## config.mk

```make
export PLATFORM = sky130hd
export DESIGN_NAME = assembler_line_tokenizer
export DESIGN_NICKNAME = d
export VERILOG_FILES = /design/src/rtl/core/alt_pkg.sv /design/src/rtl/core/assembler_line_tokenizer.sv /design/src/rtl/core/alt_front.sv /design/src/rtl/core/alt_queue.sv /design/src/rtl/core/alt_back.sv
export SDC_FILE = /design/constraint.sdc
export NUM_CORES = 1
export LEC_CHECK = 0
export ABC_AREA = 1
export ABC_CLOCK_PERIOD_IN_PS = 9550
export BUFFER_PORTS_ARGS = -buffer_cell sky130_fd_sc_hd__buf_2
export CAP_MARGIN = 20
export CORE_MARGIN = 3
export CORE_UTILIZATION = 55
export DETAILED_ROUTE_END_ITERATION = 8
export PLACE_DENSITY = 0.78
export SYNTH_ARGS = -nofsm -noshare
export SYNTH_HDL_FRONTEND = slang
export SYNTH_SLANG_ARGS = --single-unit
```

## constraint.sdc

```tcl
create_clock -name clk_i -period 9.55 [get_ports clk_i]
set_input_delay 0.955 -clock clk_i [delete_from_list [all_inputs] [get_ports clk_i]]
set_output_delay 0.955 -clock clk_i [all_outputs]
set_load 0.1 [all_outputs]
```

## src/rtl/core/alt_pkg.sv

```systemverilog
// ----------------------------------------------------------------------------
// alt_pkg: shared types and constants for the assembler line tokenizer
// Character codes, record layout and the front-to-back bundle format.
// ----------------------------------------------------------------------------
`default_nettype none

package alt_pkg;

  localparam int unsigned LINE_MAX_DEF = 256;

  // bundle queue between front and back
  localparam int unsigned QUEUE_DEPTH = 2;
  localparam int unsigned QUEUE_AW    = $clog2(QUEUE_DEPTH);
  localparam int unsigned QUEUE_CW    = $clog2(QUEUE_DEPTH + 1);

  localparam logic [7:0] CH_SPACE = 8'h20;
  localparam logic [7:0] CH_TAB   = 8'h09;
  localparam logic [7:0] CH_NL    = 8'h0A;
  localparam logic [7:0] CH_COMMA = 8'h2C;
  localparam logic [7:0] CH_QUOTE = 8'h22;

  localparam logic KIND_TOKEN = 1'b0;
  localparam logic KIND_EOL   = 1'b1;

  typedef enum logic [1:0] {
    MODE_BETWEEN = 2'd0,
    MODE_WORD    = 2'd1,
    MODE_STRING  = 2'd2,
    MODE_IGNORE  = 2'd3
  } mode_e;

  typedef struct packed {
    logic       kind;
    logic [7:0] start;
    logic [8:0] len;
    logic [8:0] idx;
  } rec_t;

  // up to three records caused by one character
  typedef struct packed {
    rec_t [2:0] recs;
    logic       too_long;
    logic [1:0] cnt;
  } bundle_t;

  function automatic rec_t mk_rec(input logic kind, input logic [7:0] start,
                                  input logic [8:0] len, input logic [8:0] idx);
    rec_t r;
    r.kind  = kind;
    r.start = start;
    r.len   = len;
    r.idx   = idx;
    return r;
  endfunction

endpackage

`default_nettype wire

```

## src/rtl/core/assembler_line_tokenizer.sv

```systemverilog
// ----------------------------------------------------------------------------
// assembler_line_tokenizer: streaming lexer for one assembler source line
// Reports token records (start, length, index) and an end-of-line record.
// ----------------------------------------------------------------------------
// One character is taken per cycle on the slave stream while the bundle queue
// is not full; tlast marks the last character of the line buffer. The front
// stage classifies the character and updates the line state in the same cycle,
// packing the zero to three records it causes into a bundle; a two-entry bundle
// queue decouples it from the back stage, which sends one record per cycle from
// a register while the master stream is ready. A character's bundle goes first
// into the queue, then into the back stage register that drives the master
// stream. Input sustains one character per cycle as long as records average at
// most one per character and the master stream is ready; the output port, at
// one record per cycle, sets the rate when they come denser. Spaces and tabs
// separate tokens, a comma is a token of its own, a quote opens a string through
// the next quote, and a newline outside a string closes the line, after which
// characters are dropped up to tlast. No clearing pass is needed after reset.
`default_nettype none

module assembler_line_tokenizer import alt_pkg::*; #(
  parameter int unsigned LINE_MAX = LINE_MAX_DEF
) (
  input  wire logic        clk_i,
  input  wire logic        rst_ni,
  input  wire logic        s_axis_tvalid_i,
  output logic             s_axis_tready_o,
  input  wire logic [7:0]  s_axis_tdata_i,   // [7:0] ch
  input  wire logic        s_axis_tlast_i,   // end_of_buffer
  output logic             m_axis_tvalid_o,
  input  wire logic        m_axis_tready_i,
  output logic [31:0]      m_axis_tdata_o,   // [7:0] token_start, [16:8] token_length,
                                             // [25:17] token_index, [26] line_too_long
  output logic             m_axis_tuser_o,   // kind
  output logic             m_axis_tlast_o    // last_of_run
);

  bundle_t f_bundle, q_head;
  logic    f_push, q_full, q_valid, b_pop;
  rec_t    b_rec;
  logic    b_too_long;

  alt_front #(.LINE_MAX(LINE_MAX)) u_front (
    .clk_i    (clk_i),
    .rst_ni   (rst_ni),
    .valid_i  (s_axis_tvalid_i),
    .ready_o  (s_axis_tready_o),
    .ch_i     (s_axis_tdata_i),
    .eob_i    (s_axis_tlast_i),
    .push_o   (f_push),
    .bundle_o (f_bundle),
    .full_i   (q_full)
  );

  alt_queue u_queue (
    .clk_i   (clk_i),
    .rst_ni  (rst_ni),
    .push_i  (f_push),
    .data_i  (f_bundle),
    .full_o  (q_full),
    .pop_i   (b_pop),
    .data_o  (q_head),
    .valid_o (q_valid)
  );

  alt_back u_back (
    .clk_i        (clk_i),
    .rst_ni       (rst_ni),
    .head_i       (q_head),
    .head_valid_i (q_valid),
    .pop_o        (b_pop),
    .valid_o      (m_axis_tvalid_o),
    .ready_i      (m_axis_tready_i),
    .rec_o        (b_rec),
    .too_long_o   (b_too_long),
    .last_o       (m_axis_tlast_o)
  );

  assign m_axis_tdata_o = {5'd0, b_too_long, b_rec.idx, b_rec.len, b_rec.start};
  assign m_axis_tuser_o = b_rec.kind;

endmodule

`default_nettype wire

```

## src/rtl/core/alt_front.sv

```systemverilog
// ----------------------------------------------------------------------------
// alt_front: character classifier and line state
// Updates the line state per character and emits a bundle of records.
// ----------------------------------------------------------------------------
`default_nettype none

module alt_front import alt_pkg::*; #(
  parameter int unsigned LINE_MAX = LINE_MAX_DEF
) (
  input  wire logic       clk_i,
  input  wire logic       rst_ni,
  input  wire logic       valid_i,
  output logic            ready_o,
  input  wire logic [7:0] ch_i,
  input  wire logic       eob_i,
  output logic            push_o,
  output bundle_t         bundle_o,
  input  wire logic       full_i
);

  localparam int unsigned PW = $clog2(LINE_MAX + 1);
  localparam int unsigned SW = $clog2(LINE_MAX);

  mode_e         mode_q, mode_d;
  logic [PW-1:0] position_q, position_d;
  logic [SW-1:0] ostart_q, ostart_d;
  logic [PW-1:0] olen_q, olen_d;
  logic [PW-1:0] tally_q, tally_d;
  logic          ovf_q, ovf_d;
  logic          fire;

  assign ready_o = !full_i;
  assign fire    = valid_i && !full_i;

  always_comb begin
    logic          sep;
    logic [SW-1:0] pos;
    logic [1:0]    n;
    bundle_t       b;

    sep        = (ch_i == CH_SPACE) || (ch_i == CH_TAB);
    n          = 2'd0;
    b          = '0;
    mode_d     = mode_q;
    ostart_d   = ostart_q;
    olen_d     = olen_q;
    tally_d    = tally_q;
    ovf_d      = ovf_q;
    position_d = position_q;

    if (position_q >= PW'(LINE_MAX)) begin
      ovf_d = 1'b1;
      pos   = SW'(LINE_MAX - 1);
    end else begin
      pos        = SW'(position_q);
      position_d = position_q + PW'(1);
    end

    case (mode_q)
      MODE_BETWEEN: begin
        if (sep) begin
          mode_d = MODE_BETWEEN;
        end else if (ch_i == CH_NL) begin
          b.recs[n] = mk_rec(KIND_EOL, 8'd0, 9'd0, 9'(tally_d));
          n         = n + 2'd1;
          mode_d    = MODE_IGNORE;
        end else if (ch_i == CH_COMMA) begin
          b.recs[n] = mk_rec(KIND_TOKEN, 8'(pos), 9'd1, 9'(tally_d));
          n         = n + 2'd1;
          if (tally_d < PW'(LINE_MAX)) tally_d = tally_d + PW'(1);
        end else begin
          ostart_d = pos;
          olen_d   = PW'(1);
          mode_d   = (ch_i == CH_QUOTE) ? MODE_STRING : MODE_WORD;
        end
      end
      MODE_WORD: begin
        if (sep || ch_i == CH_COMMA || ch_i == CH_NL) begin
          b.recs[n] = mk_rec(KIND_TOKEN, 8'(ostart_q), 9'(olen_q), 9'(tally_d));
          n         = n + 2'd1;
          if (tally_d < PW'(LINE_MAX)) tally_d = tally_d + PW'(1);
          mode_d = MODE_BETWEEN;
          if (ch_i == CH_COMMA) begin
            b.recs[n] = mk_rec(KIND_TOKEN, 8'(pos), 9'd1, 9'(tally_d));
            n         = n + 2'd1;
            if (tally_d < PW'(LINE_MAX)) tally_d = tally_d + PW'(1);
          end else if (ch_i == CH_NL) begin
            b.recs[n] = mk_rec(KIND_EOL, 8'd0, 9'd0, 9'(tally_d));
            n         = n + 2'd1;
            mode_d    = MODE_IGNORE;
          end
        end else if (olen_q < PW'(LINE_MAX)) begin
          olen_d = olen_q + PW'(1);
        end
      end
      MODE_STRING: begin
        if (olen_q < PW'(LINE_MAX)) olen_d = olen_q + PW'(1);
        if (ch_i == CH_QUOTE) begin
          b.recs[n] = mk_rec(KIND_TOKEN, 8'(ostart_q), 9'(olen_d), 9'(tally_d));
          n         = n + 2'd1;
          if (tally_d < PW'(LINE_MAX)) tally_d = tally_d + PW'(1);
          mode_d = MODE_BETWEEN;
        end
      end
      default: begin
        mode_d = mode_q;
      end
    endcase

    if (eob_i) begin
      // flush any open token, then close the line
      if (mode_d == MODE_WORD || mode_d == MODE_STRING) begin
        b.recs[n] = mk_rec(KIND_TOKEN, 8'(ostart_d), 9'(olen_d), 9'(tally_d));
        n         = n + 2'd1;
        if (tally_d < PW'(LINE_MAX)) tally_d = tally_d + PW'(1);
      end
      if (mode_d != MODE_IGNORE) begin
        b.recs[n] = mk_rec(KIND_EOL, 8'd0, 9'd0, 9'(tally_d));
        n         = n + 2'd1;
      end
    end

    b.too_long = ovf_d;
    b.cnt      = n;
    bundle_o   = b;
    push_o     = fire && (n != 2'd0);

    if (eob_i) begin
      mode_d     = MODE_BETWEEN;
      position_d = '0;
      ostart_d   = '0;
      olen_d     = '0;
      tally_d    = '0;
      ovf_d      = 1'b0;
    end
  end

  always_ff @(posedge clk_i or negedge rst_ni) begin
    if (!rst_ni) begin
      mode_q     <= MODE_BETWEEN;
      position_q <= '0;
      ostart_q   <= '0;
      olen_q     <= '0;
      tally_q    <= '0;
      ovf_q      <= 1'b0;
    end else if (fire) begin
      mode_q     <= mode_d;
      position_q <= position_d;
      ostart_q   <= ostart_d;
      olen_q     <= olen_d;
      tally_q    <= tally_d;
      ovf_q      <= ovf_d;
    end
  end

endmodule

`default_nettype wire

```

## src/rtl/core/alt_queue.sv

```systemverilog
// ----------------------------------------------------------------------------
// alt_queue: bundle queue
// Small FIFO of record bundles between front and back.
// ----------------------------------------------------------------------------
`default_nettype none

module alt_queue import alt_pkg::*; (
  input  wire logic    clk_i,
  input  wire logic    rst_ni,
  input  wire logic    push_i,
  input  wire bundle_t data_i,
  output logic         full_o,
  input  wire logic    pop_i,
  output bundle_t      data_o,
  output logic         valid_o
);

  bundle_t               mem_q [QUEUE_DEPTH];
  logic [QUEUE_AW-1:0]   wr_q, rd_q;
  logic [QUEUE_CW-1:0]   cnt_q;
  logic                  do_push, do_pop;

  assign full_o  = (cnt_q == QUEUE_CW'(QUEUE_DEPTH));
  assign valid_o = (cnt_q != '0);
  assign data_o  = mem_q[rd_q];
  assign do_push = push_i && !full_o;
  assign do_pop  = pop_i && valid_o;

  always_ff @(posedge clk_i) begin
    if (do_push) mem_q[wr_q] <= data_i;
  end

  always_ff @(posedge clk_i or negedge rst_ni) begin
    if (!rst_ni) begin
      wr_q  <= '0;
      rd_q  <= '0;
      cnt_q <= '0;
    end else begin
      if (do_push) begin
        wr_q <= (wr_q == QUEUE_AW'(QUEUE_DEPTH - 1)) ? '0 : wr_q + QUEUE_AW'(1);
      end
      if (do_pop) begin
        rd_q <= (rd_q == QUEUE_AW'(QUEUE_DEPTH - 1)) ? '0 : rd_q + QUEUE_AW'(1);
      end
      if (do_push && !do_pop) cnt_q <= cnt_q + QUEUE_CW'(1);
      else if (do_pop && !do_push) cnt_q <= cnt_q - QUEUE_CW'(1);
    end
  end

endmodule

`default_nettype wire

```

## src/rtl/core/alt_back.sv

```systemverilog
// ----------------------------------------------------------------------------
// alt_back: record serializer
// Holds one bundle and sends its records one per transaction.
// ----------------------------------------------------------------------------
`default_nettype none

module alt_back import alt_pkg::*; (
  input  wire logic    clk_i,
  input  wire logic    rst_ni,
  input  wire bundle_t head_i,
  input  wire logic    head_valid_i,
  output logic         pop_o,
  output logic         valid_o,
  input  wire logic    ready_i,
  output rec_t         rec_o,
  output logic         too_long_o,
  output logic         last_o
);

  bundle_t    bundle_q;
  logic [1:0] sel_q;
  logic       busy_q;
  logic       fire;

  assign valid_o    = busy_q;
  assign rec_o      = bundle_q.recs[sel_q];
  assign too_long_o = bundle_q.too_long;
  assign last_o     = (sel_q == bundle_q.cnt - 2'd1);
  assign fire       = busy_q && ready_i;
  assign pop_o      = head_valid_i && (!busy_q || (fire && last_o));

  always_ff @(posedge clk_i) begin
    if (pop_o) bundle_q <= head_i;
  end

  always_ff @(posedge clk_i or negedge rst_ni) begin
    if (!rst_ni) begin
      sel_q  <= '0;
      busy_q <= 1'b0;
    end else if (pop_o) begin
      sel_q  <= '0;
      busy_q <= 1'b1;
    end else if (fire) begin
      if (last_o) busy_q <= 1'b0;
      else        sel_q  <= sel_q + 2'd1;
    end
  end

endmodule

`default_nettype wire

```

* Word level (Yosys, flattened, before mapping)
Memories as Yosys holds them, arrays and structs flattened. A register that Yosys moved wholly into a read port is not among the register bits.
Cells that the tools add are included.
** Storage, ports and cells
- Input bits :: 13
- Word-level logic and storage cells :: 165
- Flip-flop bits (word level) :: 45
- Memories kept :: 1
- Bits in writable memories :: 168
** Memory list
- u_queue.mem_q :: words 2, bits a word 84, rd ports 1, clocked after Yosys merged registers in 1, wr ports 1, RTL line alt_queue.sv:18 : bundle_t mem_q [QUEUE_DEPTH];
** Cells by class
- Reductions and logical operators :: 29
- Eq/ne operators :: 14
- Add/sub/neg operators :: 13
- Magnitude comparators :: 10
- Muxes and demuxes :: 87
** Operator list (number)
- two-way mux 81 bit :: 4
- two-way mux 27 bit :: 8
- two-way mux 9 bit :: 22
- bitwise mux 81 bit :: 2
- demux 27 bit (select 2 bit) :: 2
- case mux 27 bit (3 select lines) :: 1
- binary-select mux 27 bit (select 2 bit) :: 1
- two-way mux 54 bit :: 1
- case mux 9 bit (3 select lines) :: 2
- two-way mux 26 bit :: 2
- two-way mux 8 bit :: 6
- two-way mux 2 bit :: 23
- adder 9 x 1 -> 9 bit (second input constant) :: 5
- less-than comparator 9 bit (second input constant) :: 4
- == test 8 x 6 -> 1 bit (second input constant) :: 3
- == test 8 x 4 -> 1 bit (second input constant) :: 2
- case mux 2 bit (3 select lines) :: 2
- logical AND 1 bit :: 11
- two-way mux 1 bit :: 11
- nonzero test 2 bit :: 5
- >= comparator 9 bit (second input constant) :: 1
- less-than comparator 2 x 3 -> 1 bit (second input constant) :: 3
- adder 2 x 1 -> 2 bit (second input constant) :: 4
- == test 2 bit (second input constant) :: 3
- other kinds (10) :: 25

* Logic depth before layout (Yosys ltp)
Gate-level depths: netlist (run 1).
- Depth in word-level cells :: 20
- Gate-level depth with buffers :: 23
- Depth with buffers taken out :: 23

* Cells and area by module
A second synthesis (run 1) with hierarchy kept.
** Unflattened totals
- Cell total of the unflattened synthesis :: 1591
- Area, all modules :: 14991.9 sq um
** Modules (own cells, without submodules)
- alt_queue :: area each 6359.8 sq um, seq. area each 5144.9 sq um, cells each 471, instances 1
- alt_front :: area each 5163.7 sq um, seq. area each 950.9 sq um, cells each 871, instances 1
- alt_back :: area each 3419.5 sq um, seq. area each 2597.5 sq um, cells each 242, instances 1
- assembler_line_tokenizer :: area each 48.8 sq um, seq. area each 0.0 sq um, cells each 7, instances 1

* Worst setup path after synthesis (run 1)
No wires, ideal clock.
- Path kind :: input -> register
- Start :: input port s_axis_tdata_i[6]
- End :: memory u_queue.mem_q[1][0] (netlist name), enable pin
- Required time :: 9023 ps
- Library setup time :: 527 ps
- Arrival :: 6642 ps
- Cell stages on the path :: 19
- Path slack :: 2381 ps
- Cells stage by stage :: inv_1 -> nand2_1 -> nor2_1 -> nand2_1 -> nand2_2 -> nor2_1 -> inv_1 -> o311ai_0 -> ha_1 -> nand2_1 -> inv_2 -> or2_4 -> inv_1 -> ha_1 -> nand2_1 -> a31oi_1 -> nand2_1 -> nand2_1 -> nor2_1
** On the way
- Longest elaborated chain between the ends :: 18
- Elaborated cells between the ends (all ways) :: 40
** RTL lines
- start: declaration :: RTL line assembler_line_tokenizer.sv:27 : input wire logic [7:0] s_axis_tdata_i,
- == test 8 x 6 -> 1 bit (tied with other cells) :: RTL line alt_front.sv:74, alt_front.sv:98
- two-way mux 2 bit or logical OR 1 bit (tied branches) :: RTL line alt_front.sv:74, alt_front.sv:41
- two-way mux 2 bit or logical OR 1 bit (tied branches) :: RTL line alt_front.sv:67, alt_front.sv:78
- two-way mux 2 bit or logical OR 1 bit (tied branches) :: RTL line alt_front.sv:63, alt_front.sv:78
- two-way mux 2 bit, on equally long branches :: RTL line alt_front.sv:61, alt_front.sv:78
- case mux 2 bit (3 select lines) :: RTL line alt_front.sv:59 : case (mode_q)
- == test 2 x 1 -> 1 bit or == test 2 bit (tied branches) :: RTL line alt_front.sv:112 : if (mode_d == MODE_WORD || mode_d == MODE_STRING) begin
- logical OR 1 bit :: RTL line alt_front.sv:112
- [2 not listed]
- adder 2 x 1 -> 2 bit :: RTL line alt_front.sv:119 : n = n + 2'd1;
- two-way mux 2 bit :: RTL line alt_front.sv:117 : if (mode_d != MODE_IGNORE) begin
- two-way mux 2 bit * :: RTL line alt_front.sv:110 : if (eob_i) begin
- nonzero test 2 bit * :: RTL line alt_front.sv:126 : push_o = fire && (n != 2'd0);
- logical AND 1 bit * :: RTL line alt_front.sv:126
- logical AND 1 bit * :: RTL line alt_queue.sv:26 : assign do_push = push_i && !full_o;
- two-way mux 1 bit * :: RTL line alt_queue.sv:30 : if (do_push) mem_q[wr_q] <= data_i;
- two-way mux 1 bit (implied by the code) * :: RTL line alt_queue.sv:30
- end: declaration :: RTL line alt_queue.sv:18
Every way passes the cells marked *; elsewhere a longest branch is shown, timed or not. The select of a mux whose other input is x is not followed.

* Worst setup path in the final report (run 1)
- Start :: register u_front.mode_q[1]
- End :: memory u_queue.mem_q[1][32] (netlist name), enable pin
** On the way
- Longest elaborated chain between the ends :: 16
- Elaborated cells between the ends (all ways) :: 25
** RTL lines
- start: declaration :: RTL line alt_front.sv:24 : mode_e mode_q, mode_d;
- start signal: assignment :: RTL line alt_front.sv:147 : mode_q <= mode_d;
- two-way mux 2 bit :: RTL line alt_front.sv:67 : end else if (ch_i == CH_COMMA) begin
- two-way mux 2 bit :: RTL line alt_front.sv:63 : end else if (ch_i == CH_NL) begin
- two-way mux 2 bit :: RTL line alt_front.sv:61 : if (sep) begin
- case mux 2 bit (3 select lines) :: RTL line alt_front.sv:59
- == test 2 x 1 -> 1 bit or == test 2 bit (tied branches) :: RTL line alt_front.sv:112
- logical OR 1 bit :: RTL line alt_front.sv:112
- two-way mux 2 bit :: RTL line alt_front.sv:112
- two-way mux 2 bit :: RTL line alt_front.sv:110
- adder 2 x 1 -> 2 bit :: RTL line alt_front.sv:119
- two-way mux 2 bit :: RTL line alt_front.sv:117
- two-way mux 2 bit * :: RTL line alt_front.sv:110
- nonzero test 2 bit * :: RTL line alt_front.sv:126
- logical AND 1 bit * :: RTL line alt_front.sv:126
- logical AND 1 bit * :: RTL line alt_queue.sv:26
- two-way mux 1 bit * :: RTL line alt_queue.sv:30
- two-way mux 1 bit (implied by the code) * :: RTL line alt_queue.sv:30
Marked as above.

==> results of run 1 <==
## worst min path at each step
stage	end	cells after the start	slack [ps]
floorplan	u_queue.wr_q$_DFFE_PN0P_	2	440
global placement	u_queue.wr_q$_DFFE_PN0P_	2	460
detailed placement	u_queue.cnt_q[1]$_DFFE_PN0P_	1	490
CTS	u_queue.wr_q$_DFFE_PN0P_	2	500
global route	u_front.ovf_q$_DFFE_PN0P_	2	550
finish	u_queue.wr_q$_DFFE_PN0P_	2	490
## critical path: cells and delay by family (launching register included)
| kind | cells | cell delay [ps] |
|---|---|---|
| compound gates | 2 | 550 |
| fa+ha+maj | 2 | 590 |
| buf+inv | 5 | 1250 |
| flops | 1 | 500 |
| simple gates | 8 | 1570 |
## sequential cells by signal, indices dropped and copies added (netlist names), 2 cells and up
name	cells
u_queue.mem_q	168
u_back.bundle_q	83
u_front.olen_q	9
u_front.position_q	9
u_front.tally_q	9
u_front.ostart_q	8
u_back.sel_q	2
u_front.mode_q	2
u_queue.cnt_q	2
## through the flow
stage                     hold slack [ps]  instances
after floorplan                       442       1345
after global placement                458       1669
after CTS                             503       1723
final                                 495       1723
after detailed placement              488       1669
after global routing                  547       1723
## layer usage
layer,vias to the layer above,share of wire (%),GRT usage [%]
li1,4797,-,-
met1,5020,43,35.8
met2,542,46,37.3
met3,69,8.9,3.66
met4,0,2.2,6.76
met5,-,0,0
## power groups by stage
stage / clock network, mW / registers [mW] / logic, mW
after detailed placement: 0 / 2.09 / 2.29
after global placement: 0 / 2.07 / 2.27
after CTS: 1.19 / 2.07 / 2.31
final: 1.18 / 2.07 / 2.31
after global routing: 1.24 / 2.10 / 2.46
after floorplan: 0 / 2.08 / 1.82
## cells by family (layout without fill, tap and decap cells)
| kind of cell | count (synthesis) | count (layout) |
|---|---|---|
| other | 1 | 5 |
| adders and majority gates | 10 | 10 |
| AOI/OAI and AO/OA | 276 | 276 |
| muxes | 84 | 84 |
| and+or+nand+nor | 476 | 476 |
| xor gates and xnor gates | 17 | 17 |
| buffers and inverters | 180 | 228 |
| DFF | 297 | 297 |
## final cells by class
type	count	area, um^2	share of cell area [%]
Sequential cell	297	8700	54.9
Clock inverter	20	240	1.52
Clock buffer	34	744	4.70
Tap cell	330	413	2.61
Multi-Input combinational cell	868	5000	31.6
Timing Repair Buffer	53	290	1.83
Inverter	121	457	2.88
## cell usage in the layout, fill, tap and decap left out, types with 16 or more instances in the layout
cell type and count:
buf_2 43, inv_2 24, clkbuf_16 29, mux2_2 84
nand2_1 185, nor2_1 132, edfxtp_1 252, o21ai_1 22
inv_1 94, nand3_1 85, o21ai_0 117, dfrtp_1 44
a21oi_1 55, o22ai_1 36, nand2_2 22, nor2_2 16
==> results.txt, run 1 <==
Across every metal layer, demand over resource in global routing totals 24.1%. The tools report the clock share of power as 21.2%. The die boundary height works out to 168 um. In this run the critical register-to-register path is launched from u_front.mode_q[1]$_DFFE_PN0P_.

Dividing total power by cell area gives a power density of 350 nW/um^2. The final worst-path setup slack is 4580 ps. For the number of CTS-inserted buffers, the log shows 29. After synthesis, the cell types taking the most area are edfxtp_1, dfrtp_1, mux2_2. The logs give 5130 ps for the arrival time at the worst endpoint and 58 for the number of cell rows. After clock tree synthesis, the flow added hold-fix buffers numbering 0. After Yosys synthesis, and, or, nand and nor cells account for 15.0% of the synthesized area.

Fill cells in the final layout number 1963. The logs give 54500 um for the global-route wire length before repair and 14400 um^2 for the netlist area before placement. The critical path ends at u_queue.mem_q[1][32]$_DFFE_PP_. The logs give 0 for the count of yosys warnings during synthesis and 1393 for the net total in the final layout. The number of antenna diodes in the final layout is 0. The run finished with clean final reports.

Measured on the finished design, the core utilization comes to 62.2%. Longest individual stage delay on the worst path: 810 ps. The post-synthesis cell type count is 56. The run gives 1341 as the number of instances in the synthesized netlist. The maximum number of pins on one net before global-route repair is 81, and the mean cell area of the mapped netlist is 10.7 um^2. The tools report the number of max-slew violations in the final report as 0. Most frequently used flop master after synthesis: edfxtp_1. Summing the areas of all compound-gate instances in the mapped netlist gives 11.0% of the synthesized area. The buffer count from post-CTS setup fixing came out at 0. The startpoint identified for the worst hold timing path is u_queue.wr_q$_DFFE_PN0P_. In the routed design, unresolved DRC markers number 0. The post-route clock skew was 22.9 ps.

In the final timing run, aggregate negative setup slack is 0 ps. Relative to the synthesized area, the layout overhead comes to 10.0%. For the initial antenna violation count, the log shows 0. For the worst flop-to-flop path, the logic depth is 17.

After synthesis, the largest family of logic cells by area is simple AND/OR/NAND/NOR gates. Critical-path maximum fanout: 77. The run gives 56.5% as the effective utilization at floorplan. Overall overflow remaining after global route: 0. At the worst endpoint, the required time is 9700 ps. In this run the tool buffered the top-level ports with 43 buffer cells.

The count of nets left with antenna violations once routing finished came out at 0. For this run, the top clock speed supported by timing is 201 MHz. The DRC marker count from the first detailed-route iteration is 1312.

For the number of hold-slack violations in the final timing report, the log shows 0. Summed over all instances, the cell type with the most area after synthesis is edfxtp_1. The fraction of registers with async set/reset is 15.2%. The critical path class is reg -> reg.

STA classifies the critical path endpoint as a flip-flop. The worst path needs 4970 ps of the cycle, external delays included. The tools report the endpoint of the worst register-to-register path as u_queue.mem_q[1][32]$_DFFE_PP_. The startpoint type of the worst setup path was a flip-flop. Of the total power, the share spent switching nets is 43.7%. Post-CTS repair changed the size of 0 cells. The run gives 5.88 nW as the static power due to leakage. Summed over all layers, the routed wires come to 34100 um. The path type of the worst min-delay path was reg -> reg. For the setup slack at placement, the log shows 4230 ps. The total placed instance area is 14900 um^2. The number of enable flip-flop cells after synthesis was 252. The run gives 1 as the number of H-tree levels. The share of synthesized area in the top cell type comes to 52.6%. In this run, synthesis produced a sequential element count of 297. The run gives 5 as the number of iterations in the first detailed-routing pass. Measured against the total synthesized area, the mux share comes to 6.57%. The width of the chip is 168 um, and the maximum root-to-sink buffer count is 3. The number of endpoints failing setup at the final stage is 0. The final cell area excluding filler cells is 15800 um^2, and the combinational fraction of design power is 41.6%. The worst-case IR drop observed on VDD is 0.388 mV. The most frequent cell on the critical path is nand2_1. The slew at the pin closest to its max-slew limit was 1120 ps. Setup repair after global routing left no endpoint under its margin. The logs give 4580 ps for the reg2reg setup slack and 0.959 for the placer congestion estimate. The count of vias placed by the detailed router was 10428; the placed wire-length estimate after detailed placement was 22500 um. The post-route clock period utilization was 52.1%; the remaining max-slew budget at the tightest pin was 25.0%. The cell chosen for the clock root is clkbuf_16.

The die covers 28200 um^2. Counting instances in the post-synthesis netlist gives the leading cell types as edfxtp_1, nand2_1, nor2_1. Routed via count divided by cell count: 6.05.

Registers are responsible for 37.3% of the overall power. The core area is 25500 um^2, and the count of boundary I/O pins is 49. For the number of global-route vias before repair, the log shows 9951. The clock reaches the later pin of the worst-skew pair after 550 ps.

Sink count of the clock tree: 297. Worst-path cell with the longest stage delay: buf_4. The routed length per instance is 19.8 um, and the cell-internal power is 3.13 mW. The clock-pin transition on the worst setup and hold timing paths works out to 60 ps.

In this run the power spent charging and discharging nets is 2.43 mW. The area share of fa/ha/maj cells after synthesis came out at 0.869%. Summing internal, switching and leakage power gives 5.55 mW. The number of maximum-capacitance violations came out at 0. TritonCTS built the clock tree. Traced cell by cell, the critical path runs through nor2_2, inv_2, nor2_1, inv_1, o311ai_0, ha_1, nand2_1, inv_2, or2_4, inv_1, ha_1, nand2_1, a31oi_1, nand2_1, nand2_1, nor2_4, buf_4. The beginning of the critical path is u_front.mode_q[1]$_DFFE_PN0P_. Sequential elements use 60.4% of the synthesized area. After Yosys synthesis, XOR and XNOR cells account for 1.09% of the synthesized area. The share of layout cells above drive strength 1 was 19.7%. Dominant cell by count in the synthesized netlist: edfxtp_1.
No activity file was read; power rests on OpenSTA's default activity.
==> run 2: changes to the inputs <==
--- a/config.mk
+++ b/config.mk
@@ -6,13 +6,13 @@
 export NUM_CORES = 1
 export LEC_CHECK = 0
 export ABC_AREA = 1
-export ABC_CLOCK_PERIOD_IN_PS = 9550
+export ABC_CLOCK_PERIOD_IN_PS = 4100
 export BUFFER_PORTS_ARGS = -buffer_cell sky130_fd_sc_hd__buf_2
 export CAP_MARGIN = 20
 export CORE_MARGIN = 3
 export CORE_UTILIZATION = 55
 export DETAILED_ROUTE_END_ITERATION = 8
-export PLACE_DENSITY = 0.78
+export PLACE_DENSITY = 0.81
 export SYNTH_ARGS = -nofsm -noshare
 export SYNTH_HDL_FRONTEND = slang
 export SYNTH_SLANG_ARGS = --single-unit
==> constraint.sdc (replaced) <==
create_clock -name clk_i -period 4.1 [get_ports clk_i]
set_input_delay 0.41 -clock clk_i [delete_from_list [all_inputs] [get_ports clk_i]]
set_output_delay 0.41 -clock clk_i [all_outputs]
set_load 0.1 [all_outputs]
==> run 2 against run 1 <==
  * Clock-buffer cell count is 2 lower
  * Clock power up 140%
  * Register-to-register slack got worse by 4300 ps
  * Sequential power is 140% higher
  * Combinational power grew 130%
  * Worst setup slack worse by 4300 ps
  * Highest routed layer unchanged
  * First-iteration DRC count down 6.9%
  * Non-clock buffer count increased by 16
  * Critical path depth fell by 1
==> results.txt, run 2 (synthesized netlist as in run 1, its figures left out) <==
The min-delay analysis places its worst path in the category in -> reg. Headroom to the max-slew limit came out at 29.4%. Clock-pin slew was measured on the worst setup and hold paths at 70 ps. The critical-path maximum fanout is 45. TritonCTS built the clock tree. In this run the static leakage power is 6.02 nW.

The critical path data required time was 4300 ps. Max-cap violations in this run came to 0. The number of global-route vias before repair is 9820, and the residual antenna-violating net count after detailed routing is 0.

Walking the worst path, the cells encountered are nor2_4, inv_2, nor2_2, inv_1, o311ai_2, ha_1, nand2_1, inv_2, nor2_1, ha_4, nand2_1, a31oi_1, nand2_1, nand2_2, nor2_4, buf_12. The clock reaches the later pin of the worst-skew pair after 530 ps. Among the stages of the critical path, the cell type that occurs most often is nand2_1.

The library cell used most frequently in the layout, excluding fill and tap cells, is edfxtp_1. Share of layout cells above drive strength 1: 22.1%. The cell chosen for the clock root was clkbuf_16. The total of buffers placed on input and output ports was 43. The post-route clock period utilization is 94.3%, and the highest achievable clock rate is 259 MHz. For this run, design rule violations remaining after detail routing come to 0. End point of the most critical hold path: u_back.sel_q[0]$_DFFE_PN0P_. Summed over all failing endpoints, the final setup total negative slack is 0 ps. The completed layout was analyzed and its total power is 13.2 mW. The placed wire-length estimate after detailed placement is 23500 um, and the sink count of the clock tree is 297. After floorplanning, the core was divided into 58 placement rows. The register with the most flip-flops in the layout has 168 of them. The width of the chip was 168 um. The maximum number of pins on one net before global-route repair was 83; the number of endpoints failing setup at the final stage was 0. After the last flow step, the layout net total stands at 1408.

The register containing the most flip-flops in the final layout was u_queue.mem_q. The startpoint identified for the worst register-to-register timing path is u_front.mode_q[1]$_DFFE_PN0P_. At the end of the flow the core is filled with cells to 63.4%.

The first global-routing pass estimated 54100 um of wire. The setup slack at placement is 269 ps, and the power density of the placed cells is 819 nW/um^2. The detailed router placed 10411 vias in this run. Counting I/O delays and the setup requirement, the final critical path takes 3870 ps. For the core area, the log shows 25500 um^2. The arrival time at the worst endpoint was 4070 ps.

The first routing iteration left 1222 violations. The final worst-path setup slack is 235 ps, and the routed via count divided by cell count is 5.99. Endpoint of the worst register-to-register path: u_queue.mem_q[1][37]$_DFFE_PP_. The area growth from synthesis to layout works out to 12.2%. The number of cells on the worst reg-to-reg path is 16. Category of the worst setup path capture point: a flip-flop. The area of combinational cells with multiple inputs was 5080 um^2. Initial antenna violation count: 0. Number of gates resized after CTS: 0.

The tools report the startpoint type of the worst setup path as a flip-flop. Once placement completed, the tool counted placed cells totaling 1684. Die boundary height: 168 um.

Counting instances, the worst hold path has a depth of 3. Maximum ir drop on the vdd rail: 1.18 mV. The reg2reg setup slack came out at 230 ps. The number of clock buffers added by TritonCTS is 28. The logs give 0 for the overall overflow remaining after global route and 56.5% for the effective utilization at floorplan. For the number of max-slew violations in the final report, the log shows 0. The run gives 8700 um^2 as the area taken by flip-flops and latches.

The post-layout instance count excluding filler cells is 1737, and the routed length per instance is 19.9 um. The longest individual stage delay on the worst path is 510 ps, and the global-route usage over all layers is 23.9%. For the number of H-tree levels, the log shows 1.

For this design the top-level I/O count stands at 49. In this run the post-CTS setup repair buffer count came out at 0. The first detailed-routing pass took 6 iterations.

On the final layout, the worst clock skew is 14.8 ps. The floorplan step defined a die boundary enclosing 28200 um^2. The launch instance of the worst min-delay path was m_axis_tready_i. After filler insertion, the fill cell instance count of the layout stands at 1918.

The maximum root-to-sink buffer count is 3. The total inserted antenna cells is 0. The library cells used most frequently in the layout, excluding fill and tap cells, are edfxtp_1, nand2_1, nor2_1.

For this design, the slowest cell found on the critical path is dfrtp_1. The worst setup path is of the reg -> reg kind. The run finished with clean final reports. The largest registers in the layout are u_queue.mem_q x168, u_back.bundle_q x83.

Setup repair after global routing left no endpoint under its margin. The tools report the number of hold-slack violations in the final timing report as 0. The logs give 1.00 for the placer congestion estimate and 34500 um for the routed wire length. The slew at the pin closest to its max-slew limit is 1060 ps.
[run 2: final cells by class]
class / count / area share [%]
Inverter: 121 / 2.86
Sequential cell: 297 / 53.8
Tap cell: 330 / 2.56
Timing Repair Buffer: 69 / 2.87
Multi-Input combinational cell: 868 / 31.5
Clock buffer: 32 / 4.62
Clock inverter: 20 / 1.82
[run 2: layer usage]
layer  vias up  global-route usage, %  part of all wire, %
met4         0                   6.72                  2.3
met5         -                      0                    0
met2       529                   38.5                   47
met3        69                   2.63                  8.3
li1       4817                      -                    -
met1      4996                   35.0                   42
[run 2: timing repair]
| action | 4_1_cts | 5_1_grt |
|---|---|---|
| hold buffers | 1 | 0 |
| endpoints found under the setup margin | 0 | 0 |
| hold endpoints to repair | 1 | 0 |
[run 2: worst max-delay path, delay by kind of cell (launching register included)]
kind | cells | cell delay, ps
compound gates | 2 | 360
fa+ha+maj | 2 | 600
buf+inv | 4 | 610
flops | 1 | 510
simple gates | 8 | 1400
[run 2: worst max-delay path by stage]
| stage | from | endpoint | depth (start not counted) | slack, ps |
|---|---|---|---|---|
| 2_1_floorplan | u_front.mode_q[1]$_DFFE_PN0P_ | u_queue.mem_q[1][0]$_DFFE_PP_ | 16 | 5 |
| 3_3_place_gp | s_axis_tdata_i[7] | u_queue.cnt_q[1]$_DFFE_PN0P_ | 22 | 370 |
| 3_5_place_dp | s_axis_tdata_i[7] | u_queue.cnt_q[1]$_DFFE_PN0P_ | 24 | 270 |
| 4_1_cts | u_front.mode_q[1]$_DFFE_PN0P_ | u_queue.cnt_q[1]$_DFFE_PN0P_ | 19 | 280 |
| 5_1_grt | u_front.mode_q[1]$_DFFE_PN0P_ | u_queue.cnt_q[1]$_DFFE_PN0P_ | 19 | 7 |
| 6_report | u_front.mode_q[1]$_DFFE_PN0P_ | u_queue.mem_q[1][37]$_DFFE_PP_ | 16 | 230 |
[run 2: power breakdown]
| group | internal [mW] | total [mW] | switching [mW] |
|---|---|---|---|
| logic | 1.23 | 5.42 | 4.19 |
| registers | 4.53 | 4.95 | 0.425 |
| clock network | 1.76 | 2.86 | 1.10 |
[run 2: per-stage QoR]
step | hold slack (ps) | instance area, um^2
4_1_cts | 225 | 16200
2_1_floorplan | 114 | 14500
3_5_place_dp | 493 | 15100
3_3_place_gp | 469 | 15100
6_report | 248 | 16200
5_1_grt | 279 | 16200
